$ cat src/lsdt_pkg.sv
// lsdt_pkg: shared types, codes and sizes of the section dirty tracker
// used by every tracker module but lsdt_checker; depends on nothing
`timescale 1ns / 1ps

package lsdt_pkg;

  // table size and derived widths
  localparam int SECTIONS = 16;
  localparam int IDX_W    = (SECTIONS > 1) ? $clog2(SECTIONS) : 1;
  localparam int CMP_W    = (IDX_W > 4) ? IDX_W : 4;
  localparam int MAX_OUT  = 16;
  localparam int K_W      = $clog2(MAX_OUT + 1);

  localparam logic [IDX_W-1:0] LAST_IDX  = IDX_W'(SECTIONS - 1);
  localparam logic [K_W-1:0]   MAX_OUT_K = K_W'(MAX_OUT);

  // merge flag codes as they arrive on the port
  localparam logic signed [1:0] MF_CLEAN = 2'sb00;
  localparam logic signed [1:0] MF_DIRTY = 2'sb01;

  // per-section flag, ordered released < clean < dirty
  typedef enum logic [1:0] {
    FLAG_RELEASED = 2'd0,
    FLAG_CLEAN    = 2'd1,
    FLAG_DIRTY    = 2'd2
  } flag_e;

  // operation codes
  typedef enum logic [2:0] {
    OP_BEGIN      = 3'd0,
    OP_END        = 3'd1,
    OP_MARK_DIRTY = 3'd2,
    OP_MERGE      = 3'd3,
    OP_END_ALL    = 3'd4
  } op_e;

  // sequencer states
  typedef enum logic [2:0] {
    ST_IDLE = 3'b001,
    ST_SCAN = 3'b010,
    ST_DONE = 3'b100
  } state_e;

  // what the shared entry unit reports for one section
  typedef struct packed {
    flag_e new_flag;
    logic  end_dirty;
    logic  report;
    logic  live;
  } unit_res_t;

endpackage

$ cat src/locked_section_dirty_tracker_core.sv
// locked_section_dirty_tracker_core: top level of the section dirty tracker
// instantiates lsdt_table, lsdt_unit and lsdt_seq; depends on lsdt_pkg
`timescale 1ns / 1ps

// Usage
// - command channel: op_i, section_id_i and merge_flag_i are taken at a rising
//   edge with start high and busy low; busy stays high while the transaction runs
// - config: cfg_we_i writes initial_active_sections_i, which reinitializes the
//   flag table at once (leading sections clean, the rest released); write only
//   while busy is low and no result is still due
// - results: each result shows on result_section_o, was_dirty_o, last_o and
//   section_count_o for one cycle with strobe_o high; the receiver cannot stall
// - every transaction sweeps the table through one shared entry unit, one
//   section per cycle with no stall; busy drops in the cycle that shows the
//   final result, so a new command can be taken from that cycle on; the block
//   takes no new command while a transaction runs
// - end_all holds each dirty section report until the sweep finds the next
//   dirty section and shows it in the cycle after that; the final report comes
//   out after the sweep and carries last_o
// - reset releases every section and clears all control state

module locked_section_dirty_tracker_core (
  input  logic              clk_i,
  input  logic              rst_ni,
  input  logic              start,
  output logic              busy,
  input  logic [2:0]        op_i,
  input  logic [3:0]        section_id_i,
  input  logic signed [1:0] merge_flag_i,
  input  logic              cfg_we_i,
  input  logic [4:0]        initial_active_sections_i,
  output logic              strobe_o,
  output logic [3:0]        result_section_o,
  output logic              was_dirty_o,
  output logic              last_o,
  output logic [4:0]        section_count_o
);

  logic [lsdt_pkg::IDX_W-1:0] idx;
  logic                       wr_en;
  lsdt_pkg::flag_e            rd_flag;
  lsdt_pkg::op_e              unit_op;
  logic                       match;
  logic signed [1:0]          unit_mf;
  lsdt_pkg::unit_res_t        unit_res;

  // flag storage
  lsdt_table u_table (
    .clk_i      (clk_i),
    .rst_ni     (rst_ni),
    .cfg_we_i   (cfg_we_i),
    .cfg_data_i (initial_active_sections_i),
    .idx_i      (idx),
    .wr_en_i    (wr_en),
    .wr_flag_i  (unit_res.new_flag),
    .rd_flag_o  (rd_flag)
  );

  // shared entry unit
  lsdt_unit u_unit (
    .op_i         (unit_op),
    .flag_i       (rd_flag),
    .match_i      (match),
    .merge_flag_i (unit_mf),
    .res_o        (unit_res)
  );

  // sweep sequencer and result registers
  lsdt_seq u_seq (
    .clk_i            (clk_i),
    .rst_ni           (rst_ni),
    .start_i          (start),
    .busy_o           (busy),
    .op_i             (op_i),
    .section_id_i     (section_id_i),
    .merge_flag_i     (merge_flag_i),
    .res_i            (unit_res),
    .idx_o            (idx),
    .wr_en_o          (wr_en),
    .unit_op_o        (unit_op),
    .match_o          (match),
    .merge_flag_o     (unit_mf),
    .strobe_o         (strobe_o),
    .result_section_o (result_section_o),
    .was_dirty_o      (was_dirty_o),
    .last_o           (last_o),
    .section_count_o  (section_count_o)
  );

endmodule

$ cat src/lsdt_table.sv
// lsdt_table: flag register file, one entry read and written per cycle
// bulk reinit on a configuration write; depends on lsdt_pkg
`timescale 1ns / 1ps

module lsdt_table (
  input  logic                      clk_i,
  input  logic                      rst_ni,
  input  logic                      cfg_we_i,
  input  logic [4:0]                cfg_data_i,
  input  logic [lsdt_pkg::IDX_W-1:0] idx_i,
  input  logic                      wr_en_i,
  input  lsdt_pkg::flag_e           wr_flag_i,
  output lsdt_pkg::flag_e           rd_flag_o
);

  lsdt_pkg::flag_e flags_q [lsdt_pkg::SECTIONS];

  // entry update: reinit on config, else single-entry write from the scan
  always_ff @(posedge clk_i or negedge rst_ni) begin
    if (!rst_ni) begin
      for (int i = 0; i < lsdt_pkg::SECTIONS; i++) begin
        flags_q[i] <= lsdt_pkg::FLAG_RELEASED;
      end
    end else if (cfg_we_i) begin
      for (int i = 0; i < lsdt_pkg::SECTIONS; i++) begin
        flags_q[i] <= (i < int'(cfg_data_i)) ? lsdt_pkg::FLAG_CLEAN
                                             : lsdt_pkg::FLAG_RELEASED;
      end
    end else if (wr_en_i) begin
      flags_q[idx_i] <= wr_flag_i;
    end
  end

  assign rd_flag_o = flags_q[idx_i];

endmodule

$ cat src/lsdt_unit.sv
// lsdt_unit: shared per-section unit, applies one operation to one flag
// purely combinational; depends on lsdt_pkg
`timescale 1ns / 1ps

module lsdt_unit (
  input  lsdt_pkg::op_e       op_i,
  input  lsdt_pkg::flag_e     flag_i,
  input  logic                match_i,
  input  logic signed [1:0]   merge_flag_i,
  output lsdt_pkg::unit_res_t res_o
);

  lsdt_pkg::flag_e nf;

  // next flag and per-entry reports
  always_comb begin
    nf              = flag_i;
    res_o.end_dirty = 1'b0;
    res_o.report    = 1'b0;
    unique case (op_i)
      lsdt_pkg::OP_BEGIN: begin
        if (match_i) nf = lsdt_pkg::FLAG_CLEAN;
      end
      lsdt_pkg::OP_END: begin
        if (match_i) begin
          res_o.end_dirty = (flag_i == lsdt_pkg::FLAG_DIRTY);
          nf              = lsdt_pkg::FLAG_RELEASED;
        end
      end
      lsdt_pkg::OP_MARK_DIRTY: begin
        if (flag_i == lsdt_pkg::FLAG_CLEAN) nf = lsdt_pkg::FLAG_DIRTY;
      end
      lsdt_pkg::OP_MERGE: begin
        // only clean or dirty can raise a flag
        if (match_i && merge_flag_i == lsdt_pkg::MF_CLEAN &&
            flag_i == lsdt_pkg::FLAG_RELEASED) begin
          nf = lsdt_pkg::FLAG_CLEAN;
        end else if (match_i && merge_flag_i == lsdt_pkg::MF_DIRTY) begin
          nf = lsdt_pkg::FLAG_DIRTY;
        end
      end
      lsdt_pkg::OP_END_ALL: begin
        res_o.report = (flag_i == lsdt_pkg::FLAG_DIRTY);
        nf           = lsdt_pkg::FLAG_RELEASED;
      end
      default: begin
        nf = flag_i;
      end
    endcase
    res_o.new_flag = nf;
    res_o.live     = (nf != lsdt_pkg::FLAG_RELEASED);
  end

endmodule

$ cat src/lsdt_seq.sv
// lsdt_seq: sequencer that sweeps the table one section per cycle
// holds the transaction, live extent, pending report and result registers; depends on lsdt_pkg
`timescale 1ns / 1ps

module lsdt_seq (
  input  logic                       clk_i,
  input  logic                       rst_ni,
  input  logic                       start_i,
  output logic                       busy_o,
  input  logic [2:0]                 op_i,
  input  logic [3:0]                 section_id_i,
  input  logic signed [1:0]          merge_flag_i,
  input  lsdt_pkg::unit_res_t        res_i,
  output logic [lsdt_pkg::IDX_W-1:0] idx_o,
  output logic                       wr_en_o,
  output lsdt_pkg::op_e              unit_op_o,
  output logic                       match_o,
  output logic signed [1:0]          merge_flag_o,
  output logic                       strobe_o,
  output logic [3:0]                 result_section_o,
  output logic                       was_dirty_o,
  output logic                       last_o,
  output logic [4:0]                 section_count_o
);

  lsdt_pkg::state_e            state_q, state_d;
  logic [lsdt_pkg::IDX_W-1:0]  idx_q, idx_d;
  logic [2:0]                  op_q, op_d;
  logic [3:0]                  sid_q, sid_d;
  logic signed [1:0]           mf_q, mf_d;
  logic [4:0]                  count_q, count_d;
  logic                        dirty_q, dirty_d;
  logic                        pend_v_q, pend_v_d;
  logic [3:0]                  pend_sec_q, pend_sec_d;
  logic [lsdt_pkg::K_W-1:0]    k_q, k_d;
  logic                        out_v_q, out_v_d;
  logic [3:0]                  out_sec_q, out_sec_d;
  logic                        out_dirty_q, out_dirty_d;
  logic                        out_last_q, out_last_d;
  logic [4:0]                  out_cnt_q, out_cnt_d;
  logic                        accept;

  assign accept       = start_i && (state_q == lsdt_pkg::ST_IDLE);
  assign busy_o       = (state_q != lsdt_pkg::ST_IDLE);
  assign idx_o        = idx_q;
  assign wr_en_o      = (state_q == lsdt_pkg::ST_SCAN);
  assign unit_op_o    = lsdt_pkg::op_e'(op_q);
  assign match_o      = (lsdt_pkg::CMP_W'(sid_q) == lsdt_pkg::CMP_W'(idx_q));
  assign merge_flag_o = mf_q;

  // sweep control and result selection
  always_comb begin
    state_d     = state_q;
    idx_d       = idx_q;
    op_d        = op_q;
    sid_d       = sid_q;
    mf_d        = mf_q;
    count_d     = count_q;
    dirty_d     = dirty_q;
    pend_v_d    = pend_v_q;
    pend_sec_d  = pend_sec_q;
    k_d         = k_q;
    out_v_d     = 1'b0;
    out_sec_d   = out_sec_q;
    out_dirty_d = out_dirty_q;
    out_last_d  = out_last_q;
    out_cnt_d   = out_cnt_q;
    unique case (state_q)
      lsdt_pkg::ST_IDLE: begin
        if (accept) begin
          state_d  = lsdt_pkg::ST_SCAN;
          idx_d    = '0;
          op_d     = op_i;
          sid_d    = section_id_i;
          mf_d     = merge_flag_i;
          count_d  = '0;
          dirty_d  = 1'b0;
          pend_v_d = 1'b0;
          k_d      = '0;
        end
      end
      lsdt_pkg::ST_SCAN: begin
        if (res_i.live) count_d = 5'({1'b0, idx_q} + 1'b1);
        if (res_i.end_dirty) dirty_d = 1'b1;
        // dirty reports go out one behind so the final one can carry last
        if (res_i.report && k_q < lsdt_pkg::MAX_OUT_K) begin
          if (pend_v_q) begin
            out_v_d     = 1'b1;
            out_sec_d   = pend_sec_q;
            out_dirty_d = 1'b1;
            out_last_d  = 1'b0;
            out_cnt_d   = '0;
          end
          pend_v_d   = 1'b1;
          pend_sec_d = 4'(idx_q);
          k_d        = k_q + 1'b1;
        end
        if (idx_q == lsdt_pkg::LAST_IDX) begin
          state_d = lsdt_pkg::ST_DONE;
        end else begin
          idx_d = idx_q + 1'b1;
        end
      end
      lsdt_pkg::ST_DONE: begin
        out_v_d    = 1'b1;
        out_last_d = 1'b1;
        if (lsdt_pkg::op_e'(op_q) == lsdt_pkg::OP_END_ALL) begin
          out_sec_d   = pend_v_q ? pend_sec_q : 4'd0;
          out_dirty_d = pend_v_q;
          out_cnt_d   = '0;
        end else begin
          out_sec_d   = sid_q;
          out_dirty_d = dirty_q;
          out_cnt_d   = count_q;
        end
        state_d = lsdt_pkg::ST_IDLE;
      end
      default: begin
        state_d = lsdt_pkg::ST_IDLE;
      end
    endcase
  end

  // control registers
  always_ff @(posedge clk_i or negedge rst_ni) begin
    if (!rst_ni) begin
      state_q  <= lsdt_pkg::ST_IDLE;
      out_v_q  <= 1'b0;
      pend_v_q <= 1'b0;
      k_q      <= '0;
      idx_q    <= '0;
    end else begin
      state_q  <= state_d;
      out_v_q  <= out_v_d;
      pend_v_q <= pend_v_d;
      k_q      <= k_d;
      idx_q    <= idx_d;
    end
  end

  // payload registers
  always_ff @(posedge clk_i) begin
    op_q        <= op_d;
    sid_q       <= sid_d;
    mf_q        <= mf_d;
    count_q     <= count_d;
    dirty_q     <= dirty_d;
    pend_sec_q  <= pend_sec_d;
    out_sec_q   <= out_sec_d;
    out_dirty_q <= out_dirty_d;
    out_last_q  <= out_last_d;
    out_cnt_q   <= out_cnt_d;
  end

  assign strobe_o         = out_v_q;
  assign result_section_o = out_sec_q;
  assign was_dirty_o      = out_dirty_q;
  assign last_o           = out_last_q;
  assign section_count_o  = out_cnt_q;

endmodule

$ cat config.mk
export PLATFORM = sky130hd
export DESIGN_NAME = locked_section_dirty_tracker_core
export DESIGN_NICKNAME = d
export VERILOG_FILES = /design/src/lsdt_pkg.sv /design/src/locked_section_dirty_tracker_core.sv /design/src/lsdt_table.sv /design/src/lsdt_unit.sv /design/src/lsdt_seq.sv
export SDC_FILE = /design/constraint.sdc
export NUM_CORES = 1
export LEC_CHECK = 0
export BUFFER_PORTS_ARGS = -buffer_cell sky130_fd_sc_hd__buf_2
export CORE_MARGIN = 4
export CORE_UTILIZATION = 30
export DETAILED_ROUTE_END_ITERATION = 10
export SYNTH_ARGS = -nofsm -noshare
export SYNTH_HDL_FRONTEND = slang
export SYNTH_HIERARCHICAL = 1
export SYNTH_SLANG_ARGS = --single-unit
$ cat constraint.sdc
create_clock -name clk_i -period 7.9 [get_ports clk_i]
set_input_delay 0 -clock clk_i [delete_from_list [all_inputs] [get_ports clk_i]]
set_output_delay 0 -clock clk_i [all_outputs]
set_load 0.01 [all_outputs]
==> results of run 1 <==
==> synthesized netlist by cell type (all sizes together), types with 3 or more instances <==
library cell,count
a21o,3
mux2i,13
buf,5
nand3b,3
and2,5
nor2b,3
nor2,28
o211ai,4
a21oi,22
o21ai,25
nand2b,3
dfrtp,45
nand2,34
and3,6
a22oi,5
a32oi,4
nand3,14
mux4,8
inv,11
or3b,3
xor2,5
edfxtp,30
clkbuf,11
or3,3
o22ai,3
a22o,6
nor3,4
==> power by group through the flow <==
stage | Clock [uW] | Sequential (uW) | Combinational, uW
floorplan | 0 | 483 | 168
global placement | 0 | 514 | 185
detailed placement | 0 | 514 | 187
CTS | 397 | 508 | 193
global route | 410 | 515 | 214
finish | 385 | 508 | 193
==> stage by stage <==
stage	power [uW]	worst slack [ns]	cells	util, %	instance area [sq um]
final	1090	3.92	550	36.7	4480
after global placement	699	4.04	522	33.4	4080
after detailed placement	702	3.97	522	33.4	4080
after CTS	1100	3.93	550	36.7	4480
after global routing	1140	3.57	550	36.7	4480
after floorplan	651	4.87	339	-	3800
==> worst register-to-register path, stage by stage (launching register included) <==
cell and delay [ns]:
dfrtp_1 1.01, xor2_1 0.16, nor4_1 0.86, nand2_2 0.11, o41a_1 0.35, o221ai_2 0.68, o21bai_1 0.22, nand2_1 0.07
nand2_1 0.21
==> cells by family (layout without fill, tap and decap cells) <==
family	Yosys count	after routing	share of synthesized area [%]
muxes	22	22	8.47
adders and majority gates	3	3	0.956
and+or+nand+nor	118	118	16.9
DFF	76	76	54.1
xor gates and xnor gates	7	7	1.62
AOI/OAI and AO/OA	85	85	14.5
buffers and inverters	28	71	3.46
==> worst paths after layout <==
check	from	endpoint	slack (ns)	cells after the start
min in group asynchronous	rst_ni	u_table/flags_q[20]$_DFFE_PN0P_	0.41	2
max in group asynchronous	rst_ni	u_table/flags_q[10]$_DFFE_PN0P_	6.84	2
worst max register to register	u_seq/idx_o[0]$_DFFE_PN0P_	u_seq/count_q[1]$_SDFFCE_PN0P_	3.92	8
worst min-delay path	initial_active_sections_i[1]	u_table/flags_q[20]$_DFFE_PN0P_	0.03	3
worst min register to register	u_seq/k_q[4]$_DFFE_PN0P_	u_seq/k_q[4]$_DFFE_PN0P_	0.51	1
worst max-delay path	u_seq/idx_o[0]$_DFFE_PN0P_	u_seq/count_q[1]$_SDFFCE_PN0P_	3.92	8
==> sequential cells by signal (all words and copies together) (netlist names), 2 cells and up <==
| register | count |
|---|---|
| u_seq/state_q | 3 |
| u_table/flags_q | 32 |
| u_seq/pend_sec_q | 4 |
| u_seq/count_q | 5 |
| u_seq/k_q | 5 |
| u_seq/section_count_o | 5 |
| u_seq/merge_flag_o | 2 |
| u_seq/result_section_o | 4 |
| u_seq/sid_q | 4 |
| u_seq/unit_op_o | 3 |
| u_seq/idx_o | 4 |
==> metal layers <==
| layer | global-route usage (%) | part of all wire (%) | vias to the layer above | wire length [um] |
|---|---|---|---|---|
| met5 | 0 | 0 | - | 0 |
| li1 | - | - | 1343 | - |
| met1 | 16.6 | 46 | 1398 | 3970 |
| met4 | 3.26 | 0.83 | 0 | 72 |
| met3 | 3.37 | 5.8 | 7 | 499 |
| met2 | 20.0 | 48 | 89 | 4120 |
==> cell type report <==
cell class | instances | area, sq um
Fill cell | 1242 | 7730
Sequential cell | 76 | 2050
Multi-Input combinational cell | 235 | 1610
Timing Repair Buffer | 43 | 278
Clock buffer | 9 | 225
Tap cell | 168 | 210
Clock inverter | 7 | 56.3
Inverter | 12 | 45.0
==> results by group, run 1 <==
Clock tree
  – H-tree depth: 3
  – # clock sinks: between 70 and 80
  – Hold buffers post-CTS: 12
  – CTS tree: yes
  – CTS Buf Count: 9
  – Clk_lat worst skew: between 0.3 and 0.4 ns
  – Reg clk slew, reported paths: ~0.060 ns
  – Postcts setup bufs: 0
  – Post-CTS Resized: 0
  – Clock Tree Buf Depth: 2
  – Clock Root Buffer: clkbuf_16

Cells and area
  – Most common cell after layout, fill and taps aside: dfrtp_1
  – Area Growth Syn to Fin: 18.0%
  – Share of post-route cells with drive strength above 1: between 10% and 20%
  – Most frequent cells in the layout: dfrtp_1 (45), nand2_1 (33), buf_2 (30), edfxtp_1 (30), nor2_1 (28)
  – N_diodes: 0
  – Nets@finish: 397

Critical path
  – Max FO, Critical Path: 21
  – Cell with the biggest individual delay on the critical path: dfrtp_1
  – Worst Setup Start Kind: register
  – Worst path bufs/invs: 0
  – Cell mode on critical path: nand2_1
  – Crit-path leading delay family: simple AND/OR/NAND/NOR gates
  – Critical-path cell list: xor2_1, nor4_1, nand2_2, o41a_1, o221ai_2, o21bai_1, nand2_1, nand2_1
  – Worst Path Arrival: roughly 4.0 ns
  – Setup CP Type: register to register
  – Worst path required time: 7.92 ns
  – CP peak stage delay: 1.01 ns
  – Crit. End Element: register

STA
  – Final worst-path cycle share: 50.4%
  – Max Clock Skew: around 0.0076 ns
  – Slew HR: around 29%
  – Fmax: 251 MHz
  – Slew Limit Fails: 0
  – Final setup TNS: 0 ns
  – Hold Fails Final Rpt: 0
  – Worst slew pin tran: approximately 1.1 ns
  – Minimum clock period: roughly 4.0 ns
  – Final setup vio count: 0
  – WHS: between 0.02 and 0.03 ns
  – RSZ-0062 raised after global routing: false

Outcome
  – Status: finished, final reports clean

Floorplanning
  – Core ar.: 12200 sq um
  – Starting Density: a little under a third
  – Die X: approximately 120 um
  – Num rows: 40
  – Top-level I/O count: 31
  – Chip Height: 120 um
  – Die area: 14500 sq um

Power
  – Leakage: 0.00179 uW
  – Sw Ratio: between 30 and 40%
  – Internal: 751 uW
  – Reg power frac: a little under half
  – Maximum VDD drop: ~85 uV
  – Pwr/cell area: about 240 nW/um^2
  – Power share of the clock group: 35.5%
  – Net Switching: about 330 uW
  – Comb pwr share: roughly 18%

Yosys
  – Fraction of registers with async set/reset: 60.5%
  – EDFF count, synth: 30
  – Seq/Total Area, Yosys: a little over half
  – Most used DFF post-synth: dfrtp_1
  – Syn Nets: 359
  – Avg Cell Area, Syn: about 11 sq um
  – Synthesized netlist cell count: 339
  – Netlist area before placement: ~3800 sq um
  – Library cells used by synthesis: 66
  – Yosys top cell by area: dfrtp_1
  – Ranking of synthesized cells by area: dfrtp_1 (30%), edfxtp_1 (24%), mux4_2 (4.7%)
  – Share of the synthesized area in the top cell type: a little under 30%
  – YS warnings: 6
  – Synthesis-stage register bit count: 76

Drt
  – Post-route ant nets: 0
  – DRC viols: 0
  – Routed len/inst: around 16 um
  – DR pass1 iterations: 5
  – Total wire length: 8660 um
  – Vias: about 2800
  – Initial DRC count: 231
  – Via-to-Cell Ratio: 5.16

Global route
  – Largest net degree at the start of global routing: between 40 and 50
  – First-pass GRT wire length: 14400 um
  – GRT overflow: 0
  – Vias in the first global route: between 2000 and 3000
  – Antenna violations before repair: 0
  – Global Route Usage Sum: between 10% and 20%

Run
  – Max Cap Viol: 0

Placement
  – HPWL Detailed: between 5000 and 6000 um
  – Port Buf Inserts: 30
  – RD Place Congestion: around 0.84

Worst hold path
  – Hold Crit Class: primary input to register
No activity file was read; power rests on OpenSTA's default activity.
==> run 2, diff against run 1 <==
--- a/config.mk
+++ b/config.mk
@@ -5,6 +5,7 @@
 export SDC_FILE = /design/constraint.sdc
 export NUM_CORES = 1
 export LEC_CHECK = 0
+export ABC_AREA = 1
 export BUFFER_PORTS_ARGS = -buffer_cell sky130_fd_sc_hd__buf_2
 export CORE_MARGIN = 4
 export CORE_UTILIZATION = 30
==> constraint.sdc (replaced) <==
create_clock -name clk_i -period 4 [get_ports clk_i]
set_input_delay 0 -clock clk_i [delete_from_list [all_inputs] [get_ports clk_i]]
set_output_delay 0 -clock clk_i [all_outputs]
set_load 0.01 [all_outputs]
==> run 2 against run 1 <==
Net effect:
- clock power increased by 110%
- power increased by 120%
- sequential share of layout area decreased by 4.3 points
- clock skew decreased by 0.0030 ns
- utilization decreased by 1.0 points
- critical endpoint is now u_seq/section_count_o[1]$_SDFFCE_PP0P_
- highest routed layer unchanged
==> results by group, run 2 <==
Outcome
  – Status: finished, final reports clean

Floorplanning
  – Die X: 127 um (+5.4%)
  – Top-level I/O count: 31 (unchanged)
  – Chip Height: 127 um (+5.4%)
  – Starting Density: 30.6% (-0.51 points)
  – Num rows: 43 (+7.5%)
  – Die area: 16100 sq um (+11%)
  – Core ar.: 13900 sq um (+14%)

STA
  – Max Clock Skew: 0.00461 ns (-0.00297 ns)
  – Final setup TNS: 0 ns (unchanged)
  – Slew HR: 29.0% (-0.060 points)
  – Worst slew pin tran: 1.07 ns (+0.000903 ns)
  – Final setup vio count: 0 (unchanged)
  – Fmax: 333 MHz (+32%)
  – Final worst-path cycle share: 75.2% (+25 points)
  – Hold Fails Final Rpt: 0 (unchanged)
  – RSZ-0062 raised after global routing: false
  – Minimum clock period: 3.01 ns (-0.977 ns)
  – Slew Limit Fails: 0 (unchanged)

Global route
  – Gr busiest metal: met2
  – GR Util met3: 2.91% (-0.46 points)
  – Antenna violations before repair: 0 (unchanged)
  – Global Route Usage Sum: 12.9% (+0.45 points)
  – GRT overflow: 0 (unchanged)
  – Vias in the first global route: 3451 (+23%)
  – Largest net degree at the start of global routing: 47 (unchanged)
  – Met1 Resource Use GR: 17.2% (+0.54 points)
  – First-pass GRT wire length: 16800 um (+16%)
  – Met2 Use GR: 21.1% (+1.1 points)

Power
  – Net Switching: 829 uW (+150%)
  – Leakage: 0.00237 uW (+32%)
  – Maximum VDD drop: 210 uV (+150%)
  – Pwr/cell area: 484 nW/um^2 (+100%)
  – Internal: 1570 uW (+110%)
  – Power share of the clock group: 33.4% (-2.1 points)
  – Sw Ratio: 34.6% (+3.8 points)
  – Comb pwr share: 24.9% (+7.2 points)
  – Reg power frac: 41.8% (-5.0 points)

Yosys
  – Top-count cell post-synth: nand2_1
  – Most used DFF post-synth: dfrtp_1
  – Netlist area before placement: 4240 sq um (+12%)
  – Syn Nets: 563 (+57%)
  – Most frequent cells after synthesis: nand2_1 (214), nand3_1 (60), nor2_1 (49)
  – YS warnings: 6 (unchanged)
  – Library cells used by synthesis: 37 (-44%)
  – EDFF count, synth: 30 (unchanged)
  – Fraction of registers with async set/reset: 60.5% (unchanged)
  – Yosys top cell by area: dfrtp_1
  – Seq/Total Area, Yosys: 48.4% (-5.7 points)
  – Ranking of synthesized cells by area: dfrtp_1 (27%), edfxtp_1 (21%), nand2_1 (19%)
  – Synthesis-stage register bit count: 76 (unchanged)
  – Synthesized netlist cell count: 543 (+60%)
  – Avg Cell Area, Syn: 7.82 sq um (-30%)
  – Share of the synthesized area in the top cell type: 26.5% (-3.1 points)

Cells and area
  – Most common cell after layout, fill and taps aside: nand2_1
  – Biggest register: u_table/flags_q
  – Register area: 2050 sq um (unchanged)
  – Nets@finish: 605 (+52%)
  – N_diodes: 0 (unchanged)
  – Area Growth Syn to Fin: 16.5%
  – # fillers: 1477 (+19%)
  – Fin cells: 770 (+40%)
  – Most frequent cells in the layout: nand2_1 (214), nand3_1 (60), nor2_1 (49)
  – Area of the multi-input gates: 1890 sq um (+18%)
  – Share of post-route cells with drive strength above 1: 15.6% (-3.3 points)
  – Max reg flops: 32 (unchanged)

Clock tree
  – Clk_lat worst skew: 0.34 ns (about the same)
  – H-tree depth: 3 (unchanged)
  – Postcts setup bufs: 0 (unchanged)
  – Clock Tree Buf Depth: 2 (unchanged)
  – Clock Root Buffer: clkbuf_16
  – # clock sinks: 76 (unchanged)
  – CTS tree: yes
  – CTS Buf Count: 9 (unchanged)
  – Reg clk slew, reported paths: 0.06 ns (about the same)

Worst hold path
  – Hold Crit Class: primary input to register

Placement
  – Port Buf Inserts: 30 (unchanged)
  – Dpl cells: 743 (+42%)
  – RD Place Congestion: 0.880 (+5.0%)
  – HPWL Detailed: 7090 um (+23%)

Drt
  – DR pass1 iterations: 5 (unchanged)
  – DRC viols: 0 (unchanged)
  – Initial DRC count: 335 (+45%)
  – Via-to-Cell Ratio: 4.70 (-8.9%)
  – Post-route ant nets: 0 (unchanged)
  – Vias: 3619 (+28%)
  – Routed len/inst: 13.0 um (-17%)
  – Total wire length: 10000 um (+16%)

Critical path
  – Max FO, Critical Path: 19 (-9.5%)
  – Worst Setup Start Kind: register
  – Worst path required time: 4.04 ns (-3.88 ns)
  – Crit. End Element: register
  – Worst Path Arrival: 3.05 ns (-0.96 ns)
  – Setup CP Type: register to register

Run
  – Max Cap Viol: 0 (unchanged)
[run 2: power by group through the flow]
stage / registers, uW / clock network, uW / logic (uW)
after floorplan: 991 / 0 / 464
after global placement: 1010 / 0 / 578
after detailed placement: 1010 / 0 / 583
after CTS: 999 / 822 / 596
after global routing: 1010 / 856 / 672
final: 1000 / 800 / 595
[run 2: cell families (layout without fill, tap and decap cells)]
family                     Yosys count  in the layout  synth area share (%)
xor gates and xnor gates             4              4                 0.826
AOI/OAI and AO/OA                   37             37                  5.04
adders and majority gates            2              2                 0.590
buffers and inverters               65            112                  6.99
and+or+nand+nor                    359            359                  38.2
DFF                                 76             76                  48.4
[run 2: per-layer routing]
metal	up-vias	share of wire (%)
met5	-	0
met4	0	1.2
met3	12	5.3
met2	100	46
met1	1685	48
li1	1822	-
[run 2: what timing repair did]
| item | in CTS | in global routing |
|---|---|---|
| hold endpoints to repair | 55 | 0 |
| hold buffers | 11 | 0 |
| gates resized for setup | 0 | 0 |
[run 2: area by class of cell]
| type | instances | area share [%] |
|---|---|---|
| flip-flops and latches | 76 | 41.5 |
| clock buffers | 9 | 4.55 |
| inverters | 53 | 4.17 |
| clock inverters | 7 | 1.34 |
| multi-input cells | 402 | 38.3 |
| repair buffers | 43 | 5.57 |
| well taps | 180 | 4.55 |
[run 2: worst max-delay path, cell delays in order, from the launching register on]
cell,delay (ns)
dfrtp_1,0.82
inv_2,0.24
nand2_1,0.13
nand2_1,0.05
nand2_1,0.05
nand2_1,0.05
inv_1,0.04
nand2_1,0.08
inv_1,0.12
nand2_1,0.08
nor3_1,0.24
nand2_1,0.14
nor2_4,0.24
inv_4,0.08
o21ai_1,0.12
buf_4,0.20
[run 2: per-stage QoR]
step / total power (uW) / util [%] / hold WS [ns] / cell area, sq um / worst slack (ns)
6_report: 2400 / 35.6 / 0.0275 / 4950 / 0.993
2_1_floorplan: 1450 / - / -0.296 / 4240 / 1.14
3_5_place_dp: 1600 / 32.7 / 0.181 / 4540 / 1.03
4_1_cts: 2420 / 35.6 / 0.0193 / 4950 / 1.01
5_1_grt: 2540 / 35.6 / 0.0628 / 4950 / 0.682
3_3_place_gp: 1590 / 32.7 / 0.177 / 4540 / 1.11
[run 2: path summary, 6_finish.rpt]
check,from,to,slack [ns],cells past startpoint
worst min register to register,u_table/flags_q[16]$_DFFE_PN0P_,u_table/flags_q[16]$_DFFE_PN0P_,0.49,2
worst max register to register,u_seq/idx_o[1]$_DFFE_PN0P_,u_seq/section_count_o[1]$_SDFFCE_PP0P_,0.99,15
worst max-delay path,u_seq/idx_o[1]$_DFFE_PN0P_,u_seq/section_count_o[1]$_SDFFCE_PP0P_,0.99,15
min in group asynchronous,rst_ni,u_seq/pend_v_q$_DFFE_PN0P_,0.40,2
worst min-delay path,initial_active_sections_i[0],u_table/flags_q[26]$_DFFE_PN0P_,0.03,3
max in group asynchronous,rst_ni,u_table/flags_q[4]$_DFFE_PN0P_,2.95,2
